**src/design/chacha_pkg.sv**
```systemverilog
// Shared types, constants and helpers for the ChaCha20 stream cipher block.
package chacha_pkg;

	typedef logic [31:0] word_t;

	// Block function depth
	localparam int DOUBLE_ROUNDS = 10;
	localparam int ROUND_HALVES  = 2 * DOUBLE_ROUNDS;
	localparam int HALF_W        = $clog2(ROUND_HALVES);

	// Constant row of the initial state ("expand 32-byte k")
	localparam word_t SIGMA [4] = '{
		32'h61707865, 32'h3320646e, 32'h79622d32, 32'h6b206574
	};

	// Configuration register indexes
	typedef enum logic [2:0] {
		CFG_KEY_PART0   = 3'd0,
		CFG_KEY_PART1   = 3'd1,
		CFG_KEY_PART2   = 3'd2,
		CFG_KEY_PART3   = 3'd3,
		CFG_NONCE_LOW   = 3'd4,
		CFG_NONCE_HIGH  = 3'd5,
		CFG_START_COUNT = 3'd6
	} cfg_index_t;

	// Sequencer states
	typedef enum logic [3:0] {
		ST_IDLE  = 4'b0001,
		ST_ROUND = 4'b0010,
		ST_FINAL = 4'b0100,
		ST_EMIT  = 4'b1000
	} state_t;

	// Rotate left by the amount that belongs to quarter-round step 0..3
	function automatic word_t arx_rot(input word_t v, input logic [1:0] step);
		word_t res;
		case (step)
			2'd0:    res = {v[15:0], v[31:16]};
			2'd1:    res = {v[19:0], v[31:20]};
			2'd2:    res = {v[23:0], v[31:24]};
			default: res = {v[24:0], v[31:25]};
		endcase
		return res;
	endfunction

	// Keep only the valid low bytes of a word
	function automatic word_t byte_mask(input logic [2:0] count);
		word_t res;
		case (count)
			3'd0:    res = 32'h0000_0000;
			3'd1:    res = 32'h0000_00ff;
			3'd2:    res = 32'h0000_ffff;
			3'd3:    res = 32'h00ff_ffff;
			default: res = 32'hffff_ffff;
		endcase
		return res;
	endfunction

endpackage

```
**src/design/chacha20_stream_cipher.sv**
```systemverilog
// ChaCha20 stream cipher: word-serial XOR with keystream from an iterative ARX unit.
//
//  channel  | handshake                 | payload
//  ---------+---------------------------+----------------------------------------
//  cfg      | cfg_valid / cfg_ready     | cfg_index[2:0], cfg_data[63:0]
//  data     | data_valid / data_ready   | data_word, valid_bytes, last
//  result   | result_valid/result_ready | out_word, out_valid_bytes, out_last
//
// A word that opens a keystream block first loads the initial state, then
// the four-lane ARX unit does one add-xor-rotate step per cycle, 80 steps for 20
// rounds, then adds the initial state back one row per cycle, then emits. Other
// words are transferred, then emitted.
// Reset clears config, counter, word index and sets the message-start flag.
// A stalled result port holds a finished word in the output register; the next
// data word is taken meanwhile and waits in the emit state for that register.
module chacha20_stream_cipher (
	input  logic        clk,
	input  logic        arst_n,
	// configuration writes
	input  logic        cfg_valid,
	output logic        cfg_ready,
	input  logic [2:0]  cfg_index,
	input  logic [63:0] cfg_data,
	// message words
	input  logic        data_valid,
	output logic        data_ready,
	input  logic [31:0] data_word,
	input  logic [2:0]  valid_bytes,
	input  logic        last,
	// processed words
	output logic        result_valid,
	input  logic        result_ready,
	output logic [31:0] out_word,
	output logic [2:0]  out_valid_bytes,
	output logic        out_last
);

	// Configuration registers
	logic [63:0] key_part0_q, key_part1_q, key_part2_q, key_part3_q, nonce_low_q;
	logic [31:0] nonce_high_q, start_counter_q;

	// Sequencer and message state
	chacha_pkg::state_t            state_q;
	logic [1:0]                    step_q;
	logic [chacha_pkg::HALF_W-1:0] half_q;
	logic [31:0]                   blk_ctr_q;
	logic [31:0]                   init_ctr_q;
	logic [3:0]                    word_idx_q;
	logic                          msg_start_q;

	// Held data word
	logic [31:0] item_word_q;
	logic [2:0]  item_bytes_q;
	logic        item_last_q;
	logic [3:0]  item_idx_q;

	// Working state / keystream block, row by column
	chacha_pkg::word_t w_q    [4][4];
	chacha_pkg::word_t w_n    [4][4];
	chacha_pkg::word_t w_upd  [4][4];
	chacha_pkg::word_t init_w [4][4];

	// Shared ARX lanes
	chacha_pkg::word_t add_x [4];
	chacha_pkg::word_t add_y [4];
	chacha_pkg::word_t xor_r [4];
	chacha_pkg::word_t sum   [4];
	chacha_pkg::word_t rot   [4];

	logic        data_xfer;
	logic        result_xfer;
	logic        need_block;
	logic [31:0] ctr_sel;
	logic [31:0] ctr_init;
	logic [3:0]  idx_sel;
	logic        last_half;
	logic        out_free;

	assign cfg_ready   = 1'b1;
	assign data_ready  = (state_q == chacha_pkg::ST_IDLE);
	assign data_xfer   = data_valid && data_ready;
	assign result_xfer = result_valid && result_ready;
	assign out_free    = !result_valid || result_ready;

	// Pick counter and word slot for the incoming word
	assign ctr_sel    = msg_start_q ? start_counter_q : blk_ctr_q;
	assign idx_sel    = msg_start_q ? 4'd0 : word_idx_q;
	assign need_block = (idx_sel == 4'd0);
	assign last_half  = (half_q == chacha_pkg::HALF_W'(chacha_pkg::ROUND_HALVES - 1));
	assign ctr_init   = (state_q == chacha_pkg::ST_IDLE) ? ctr_sel : init_ctr_q;

	// Build the initial block state from config and counter
	always_comb begin
		for (int c = 0; c < 4; c++) begin
			init_w[0][c] = chacha_pkg::SIGMA[c];
		end
		init_w[1][0] = key_part0_q[31:0];
		init_w[1][1] = key_part0_q[63:32];
		init_w[1][2] = key_part1_q[31:0];
		init_w[1][3] = key_part1_q[63:32];
		init_w[2][0] = key_part2_q[31:0];
		init_w[2][1] = key_part2_q[63:32];
		init_w[2][2] = key_part3_q[31:0];
		init_w[2][3] = key_part3_q[63:32];
		init_w[3][0] = ctr_init;
		init_w[3][1] = nonce_low_q[31:0];
		init_w[3][2] = nonce_low_q[63:32];
		init_w[3][3] = nonce_high_q;
	end

	// Route operands into the four lanes: ARX step or final row add
	always_comb begin
		for (int j = 0; j < 4; j++) begin
			if (state_q == chacha_pkg::ST_FINAL) begin
				add_x[j] = w_q[step_q][j];
				add_y[j] = init_w[step_q][j];
				xor_r[j] = w_q[3][j];
			end else if (!step_q[0]) begin
				add_x[j] = w_q[0][j];
				add_y[j] = w_q[1][j];
				xor_r[j] = w_q[3][j];
			end else begin
				add_x[j] = w_q[2][j];
				add_y[j] = w_q[3][j];
				xor_r[j] = w_q[1][j];
			end
			sum[j] = add_x[j] + add_y[j];
			rot[j] = chacha_pkg::arx_rot(xor_r[j] ^ sum[j], step_q);
		end
	end

	// Next working state; rows 1..3 shift between column and diagonal halves
	always_comb begin
		w_upd = w_q;
		w_n   = w_q;
		case (state_q)
			chacha_pkg::ST_IDLE: begin
				if (data_xfer && need_block) begin
					w_n = init_w;
				end
			end
			chacha_pkg::ST_ROUND: begin
				for (int j = 0; j < 4; j++) begin
					if (!step_q[0]) begin
						w_upd[0][j] = sum[j];
						w_upd[3][j] = rot[j];
					end else begin
						w_upd[2][j] = sum[j];
						w_upd[1][j] = rot[j];
					end
				end
				w_n = w_upd;
				if (step_q == 2'd3) begin
					for (int j = 0; j < 4; j++) begin
						if (!half_q[0]) begin
							w_n[1][j] = w_upd[1][(j + 1) % 4];
							w_n[2][j] = w_upd[2][(j + 2) % 4];
							w_n[3][j] = w_upd[3][(j + 3) % 4];
						end else begin
							w_n[1][j] = w_upd[1][(j + 3) % 4];
							w_n[2][j] = w_upd[2][(j + 2) % 4];
							w_n[3][j] = w_upd[3][(j + 1) % 4];
						end
					end
				end
			end
			chacha_pkg::ST_FINAL: begin
				for (int j = 0; j < 4; j++) begin
					w_n[step_q][j] = sum[j];
				end
			end
			default: begin
				w_n = w_q;
			end
		endcase
	end

	// Hold the working state
	always_ff @(posedge clk) begin
		w_q <= w_n;
	end

	// Take configuration writes
	always_ff @(posedge clk or negedge arst_n) begin
		if (!arst_n) begin
			key_part0_q     <= '0;
			key_part1_q     <= '0;
			key_part2_q     <= '0;
			key_part3_q     <= '0;
			nonce_low_q     <= '0;
			nonce_high_q    <= '0;
			start_counter_q <= '0;
		end else if (cfg_valid && cfg_ready) begin
			case (cfg_index)
				chacha_pkg::CFG_KEY_PART0:   key_part0_q     <= cfg_data;
				chacha_pkg::CFG_KEY_PART1:   key_part1_q     <= cfg_data;
				chacha_pkg::CFG_KEY_PART2:   key_part2_q     <= cfg_data;
				chacha_pkg::CFG_KEY_PART3:   key_part3_q     <= cfg_data;
				chacha_pkg::CFG_NONCE_LOW:   nonce_low_q     <= cfg_data;
				chacha_pkg::CFG_NONCE_HIGH:  nonce_high_q    <= cfg_data[31:0];
				chacha_pkg::CFG_START_COUNT: start_counter_q <= cfg_data[31:0];
				default: ;
			endcase
		end
	end

	// Capture the data word on transfer
	always_ff @(posedge clk) begin
		if (data_xfer) begin
			item_word_q  <= data_word;
			item_bytes_q <= valid_bytes;
			item_last_q  <= last;
			item_idx_q   <= idx_sel;
		end
		if (data_xfer && need_block) begin
			init_ctr_q <= ctr_sel;
		end
	end

	// Sequencer: load, rounds, final add, emit
	always_ff @(posedge clk or negedge arst_n) begin
		if (!arst_n) begin
			state_q     <= chacha_pkg::ST_IDLE;
			step_q      <= '0;
			half_q      <= '0;
			blk_ctr_q   <= '0;
			word_idx_q  <= '0;
			msg_start_q <= 1'b1;
		end else begin
			case (state_q)
				chacha_pkg::ST_IDLE: begin
					if (data_xfer) begin
						word_idx_q  <= idx_sel + 4'd1;
						msg_start_q <= last;
						step_q      <= '0;
						half_q      <= '0;
						if (need_block) begin
							blk_ctr_q <= ctr_sel + 32'd1;
							state_q   <= chacha_pkg::ST_ROUND;
						end else begin
							state_q <= chacha_pkg::ST_EMIT;
						end
					end
				end
				chacha_pkg::ST_ROUND: begin
					step_q <= step_q + 2'd1;
					if (step_q == 2'd3) begin
						half_q <= half_q + chacha_pkg::HALF_W'(1);
						if (last_half) begin
							state_q <= chacha_pkg::ST_FINAL;
						end
					end
				end
				chacha_pkg::ST_FINAL: begin
					step_q <= step_q + 2'd1;
					if (step_q == 2'd3) begin
						state_q <= chacha_pkg::ST_EMIT;
					end
				end
				chacha_pkg::ST_EMIT: begin
					if (out_free) begin
						state_q <= chacha_pkg::ST_IDLE;
					end
				end
				default: begin
					state_q <= chacha_pkg::ST_IDLE;
				end
			endcase
		end
	end

	// Output register: advance when free, drop valid on transfer
	always_ff @(posedge clk or negedge arst_n) begin
		if (!arst_n) begin
			result_valid <= 1'b0;
		end else if (state_q == chacha_pkg::ST_EMIT && out_free) begin
			result_valid <= 1'b1;
		end else if (result_xfer) begin
			result_valid <= 1'b0;
		end
	end

	always_ff @(posedge clk) begin
		if (state_q == chacha_pkg::ST_EMIT && out_free) begin
			out_word        <= (item_word_q ^ w_q[item_idx_q[3:2]][item_idx_q[1:0]])
				& chacha_pkg::byte_mask(item_bytes_q);
			out_valid_bytes <= item_bytes_q;
			out_last        <= item_last_q;
		end
	end

	// Checks
	a_block_starts_rounds: assert property (@(posedge clk) disable iff (!arst_n)
		(data_xfer && need_block) |=> (state_q == chacha_pkg::ST_ROUND))
		else $error("block-opening word did not start the rounds");

	a_final_to_emit: assert property (@(posedge clk) disable iff (!arst_n)
		(state_q == chacha_pkg::ST_FINAL && step_q == 2'd3) |=>
		(state_q == chacha_pkg::ST_EMIT))
		else $error("final add did not end in emit");

	a_result_from_emit: assert property (@(posedge clk) disable iff (!arst_n)
		$rose(result_valid) |-> $past(state_q == chacha_pkg::ST_EMIT))
		else $error("result raised outside emit");

	a_zero_bytes_zero_word: assert property (@(posedge clk) disable iff (!arst_n)
		(result_valid && out_valid_bytes == 3'd0) |-> (out_word == 32'd0))
		else $error("word with no valid bytes is not zero");

endmodule
```
**config.mk**
```make
export PLATFORM = sky130hd
export DESIGN_NAME = chacha20_stream_cipher
export DESIGN_NICKNAME = d
export VERILOG_FILES = /design/src/design/chacha_pkg.sv /design/src/design/chacha20_stream_cipher.sv
export SDC_FILE = /design/constraint.sdc
export NUM_CORES = 2
export LEC_CHECK = 0
export BUFFER_PORTS_ARGS = -buffer_cell sky130_fd_sc_hd__buf_4
export CORE_ASPECT_RATIO = 2
export CORE_UTILIZATION = 30
export DETAILED_ROUTE_END_ITERATION = 7
export PLACE_DENSITY_LB_ADDON = 0.05
export SLEW_MARGIN = 20
export SYNTH_ARGS = -nofsm -noshare
export SYNTH_HDL_FRONTEND = slang
export SYNTH_SLANG_ARGS = --single-unit
```
**constraint.sdc**
```tcl
create_clock -name clk -period 20.3 [get_ports clk]
set_input_delay 1.015 -clock clk [delete_from_list [all_inputs] [get_ports clk]]
set_output_delay 1.015 -clock clk [all_outputs]
set_load 0.02 [all_outputs]
```
# [Yosys cells after proc, flatten, opt, wreduce, memory -nomap -nowiden]
# Index checks and enable logic that the tools add are counted.
[op_classes] addsub=8 n_mul=0 div=0 n_lt_le_gt_ge=4 n_eq_ne=24 shift=0 mux=98 bitwise=9 reduce_logical=30
[op_table] cell="512-bit bitwise mux" n=4
[op_table] cell="32-bit 2-to-1 mux" n=54
[op_table] cell="512-bit case mux with 3 select lines" n=1
[op_table] cell="128-bit demux with 2-bit select" n=4
[op_table] cell="128-bit 2-to-1 mux" n=7
[op_table] cell="128-bit binary-select mux with 2-bit select" n=3
[op_table] cell="512-bit 2-to-1 mux" n=1
[op_table] cell="384-bit 2-to-1 mux" n=1
[op_table] cell="32-bit case mux with 3 select lines" n=4
[op_table] cell="32-bit bitwise XOR" n=5
[op_table] cell="32-bit adder" n=4
[op_table] cell="32-bit case mux with 4 select lines" n=1
[op_table] cell="96-bit 2-to-1 mux" n=1
[op_table] cell="32-bit binary-select mux with 2-bit select" n=1
[op_table] cell="64-bit 2-to-1 mux" n=1
[op_table] cell="32-bit by 1-bit adder with 32-bit output (second input constant)" n=1
[op_table] cell="32-bit bitwise AND" n=1
[op_table] cell="4-bit 2-to-1 mux" n=7
[op_table] cell="2-bit AND reduction" n=10
[op_table] cell="4-bit case mux with 4 select lines" n=1
[op_table] cell="3-bit by 2-bit == test with 1-bit output (second input constant)" n=4
[op_table] cell="5-bit 2-to-1 mux" n=2
[op_table] cell="5-bit case mux with 2 select lines" n=1
[op_table] cell="3-bit == test (second input constant)" n=3
[op_table] cell="30 further kinds" n=51
[totals] ff_bits=1053 latch_bits=0 ramBits=0 romBits=0 out_inout_bits=39 word_cells=211 n_memories=0

# [Logic depth before layout (Yosys ltp)]
[logic_depth] depth_word=13 ltp_mapped=26 depth_no_buf=21

# [Worst setup path after synthesis]
# OpenSTA, ideal clock, no wires.
[synth_timing] kind="register -> register" startpoint="register msg_start_q" endpoint="register w_q[384] (netlist name), enable pin" arrival_time_ns=14.249 t_required_ns=19.799 setup_slack_ns=5.550 path_stages_with_launch=12 period_less_slack_ns=14.750 path_cell_list="dfstp_2 > buf_2 > buf_2 > buf_1 > buf_2 > buf_1 > nand2b_1 > ha_1 > nand4_1 > clkbuf_1 > nand2_1 > and2_1"
[synth_between] elab_chain_cells=5
[synth_rtl] item="start, declared" line_no="chacha20_stream_cipher.sv:49" rtl="logic msg_start_q;"
[synth_rtl] item="start signal, assigned" line_no="chacha20_stream_cipher.sv:234" rtl="msg_start_q <= last;"
[synth_rtl] item="4-bit 2-to-1 mux" line_no="chacha20_stream_cipher.sv:87" rtl="assign idx_sel = msg_start_q ? 4'd0 : word_idx_q;"
[synth_rtl] item="4-bit zero test" line_no="chacha20_stream_cipher.sv:88" rtl="assign need_block = (idx_sel == 4'd0);"
[synth_rtl] item="1-bit logical AND" line_no="chacha20_stream_cipher.sv:138" rtl="if (data_xfer && need_block) begin"
[synth_rtl] item="2-bit by 1-bit inequality test with 1-bit output (no line)"
[synth_rtl] item="3-bit AND reduction (no line)"
[synth_rtl] item="end signal, assigned" line_no="chacha20_stream_cipher.sv:180" rtl="w_q <= w_n;"
[synth_rtl] item="end, declared" line_no="chacha20_stream_cipher.sv:58" rtl="chacha_pkg::word_t w_q [4][4];"
# No other way between the ends.
# A chain may end at the register's enable or synchronous reset.

==> impl_metrics.json <==
{
  "rsz0062_at_grt": "no",
  "vias_per_cell": 6.98,
  "crit_path_start_kind": "register",
  "slowest_delay_ps": 1010,
  "dp_hpwl_mm": 507,
  "ys.flop_type": "edfxtp_1",
  "syn-num-nets": 9779,
  "cts-resized-gates": 0,
  "arrival_ps": 10240,
  "drt-pass1-iter-count": 8,
  "synth_area_per_cell_um2": 9.37,
  "fin_crit_sh_pct": 47.6,
  "netlist-cell-type-count": 119,
  "cts_tree": "built",
  "cp_common_cell": "buf_4",
  "core_um2": 297000,
  "slew_violations": 0,
  "met1_usage_pct": 47.9,
  "max_slew_margin_pct": 10.2,
  "routed_wirelength_mm": 691,
  "grt_usage_pct": 44.8,
  "wl_per_cell_um": 51.6,
  "synthCells": 9535,
  "fmax_mhz": 103,
  "std_cell_rows": 283,
  "use_met2_pct": 70.5,
  "async_flop_share_pct": 41.1,
  "die_h_um": 774,
  "chipWidth_um": 388,
  "maxCapViolCount": 0,
  "hold_violations": 0,
  "cts_buffers": 118,
  "cts.htree.levels": 3,
  "cts_hold_buf": 0,
  "path_clk_slew_ps": 70,
  "yosys_register_bits": 1053,
  "grt_max_degree": 136,
  "area_growth_pct": 13.0,
  "cp_top_family": "compound AO/OA/AOI/OAI gates",
  "cp_slowest_cell": "ha_1",
  "postRouteAntennaNets": 0,
  "cts_sinks": 1053,
  "busiest_layer": "met2",
  "post_cts_buffers": 0,
  "ios": 147,
  "final.min_clock_period_ps": 9670,
  "status": "finished, final reports clean",
  "synth_top_area_share_pct": 20.8,
  "met3_usage_pct": 11.1,
  "clockBufferDepth": 3,
  "yosysSeqAreaShare_pct": 33.0,
  "mostFrequentLayoutCells": "823 x nand2_1, 814 x mux2i_1, 753 x a21oi_1",
  "drive_gt1_share_pct": 19.8,
  "endpoint_kind": "register",
  "synth_warnings": 0,
  "final_common_cell": "nand2_1",
  "grt_pass1_vias": 88000,
  "cp_max_fo": 64,
  "finalSetupViolCount": 0,
  "synth_top_area_cell": "edfxtp_1",
  "required_ps": 20870,
  "grt_remaining_overflow": 0,
  "path_buf_inv": 3,
  "syn_area_um2": 89400,
  "die_area_um2": 300000,
  "drc": 0,
  "synthTopCellsByArea": "edfxtp_1 21%, dfrtp_1 12%, mux2i_1 9.2%",
  "worstPathCellList": "buf_4, buf_4, buf_4, mux2i_1, o21ai_0, ha_1, a21o_1, a211oi_4, a21o_1, a21oi_2, xnor3_1, a21oi_2, o21a_1, nand2_1, a31oi_1, o221ai_1",
  "fin_setup_tns_ps": 0,
  "synth_edf_count": 620,
  "fin_skew_ps": 61.4,
  "drt_iter0_drc": 12800,
  "worst_pin_slew_ps": 1350,
  "portBuffers": 145,
  "routabilityCongestion": 1.10,
  "crit_type": "register to register",
  "n_fill_cell": 30500,
  "start_util_pct": 30.1,
  "hold_path.class": "input port to async pin",
  "grt_pass1_wl_mm": 895,
  "insertion_delay_ps": 870,
  "ctsRootBufferMaster": "clkbuf_16",
  "antenna_found_initial": 107,
  "fin_nets": 9595,
  "dr_total_vias": 93500
}
==> synthesized netlist by cell type, types with 63 or more instances <==
cell type,n
a211oi_1,182
a21oi_1,765
mux2_2,604
clkbuf_1,644
a21o_1,67
dfrtp_1,431
a31oi_1,89
o22ai_1,118
nor3_1,106
o21ai_0,743
mux2i_1,819
nor2_1,735
xor2_1,63
xnor2_1,177
nand2_1,842
inv_1,94
edfxtp_1,620
nor2b_1,80
nand3_1,96
mux4_2,195
ha_1,132
buf_1,159
a221o_1,141
a221oi_1,186
o211ai_1,248
o221ai_1,147
==> logic make-up after synthesis <==
logic type / after synthesis / share of synthesized area (%)
multiplexers: 1619 / 21.7
AO/OA/AOI/OAI: 3230 / 24.3
AND/OR/NAND/NOR: 2220 / 11.1
XOR/XNOR: 293 / 3.65
buffers and inverters: 983 / 4.33
flip-flops: 1053 / 33.0
adder cells (fa/ha/maj): 136 / 1.94
other: 1 / 0.00420
==> path summary, 6_finish.rpt <==
path	cells after the start	endpoint	slack (ps)	from
max	16	w_q[256]	10630	step_q[0]
min	1	nonce_low_q[32]	140	arst_n
max reg2reg	16	w_q[256]	10630	step_q[0]
min reg2reg	0	out_last	440	item_last_q
max in group asynchronous	5	key_part1_q[15]	16790	arst_n
min in group clk	1	item_bytes_q[0]	330	valid_bytes[0]
==> sequential cells by signal, indices dropped and copies added (netlist names), 5 cells and up <==
register,cells
out_word,32
w_q,512
blk_ctr_q,32
key_part2_q,64
key_part0_q,64
nonce_high_q,32
half_q,5
key_part3_q,64
start_counter_q,32
key_part1_q,64
nonce_low_q,64
item_word_q,32
init_ctr_q,32
==> metrics by stage <==
stage | utilization [%] | std cells | setup WS [ps] | hold WS [ps] | cell area (um^2)
after CTS | 33.9 | 13300 | 10780 | 135 | 100000
after global routing | 34.0 | 13300 | 10760 | 169 | 101000
final | 34.0 | 13400 | 10630 | 142 | 101000
after floorplan | - | 9535 | 5550 | 400 | 89400
after global placement | 32.4 | 13100 | 10290 | 426 | 96100
after detailed placement | 32.5 | 13100 | 10820 | 412 | 96400
==> cell type report <==
| class | instances | area, um^2 | area share [%] |
|---|---|---|---|
| Timing Repair Buffer | 578 | 4750 | 4.70 |
| Sequential cell | 1053 | 29500 | 29.2 |
| Inverter | 101 | 398 | 0.394 |
| Tap cell | 3847 | 4810 | 4.77 |
| Clock buffer | 155 | 3400 | 3.37 |
| Clock inverter | 71 | 676 | 0.669 |
| Multi-Input combinational cell | 7499 | 57200 | 56.7 |
| Antenna cell | 95 | 238 | 0.235 |
==> metal layers <==
| metal | vias to the layer above | part of all wire, % |
|---|---|---|
| met1 | 47800 | 34 |
| met4 | 48 | 12 |
| met3 | 2234 | 8.3 |
| met5 | - | 0.051 |
| li1 | 36700 | - |
| met2 | 6721 | 45 |
Power is left out: the tool's default activity adds up to more than one toggle a clock period on the data nets, which glitch-free logic cannot reach.
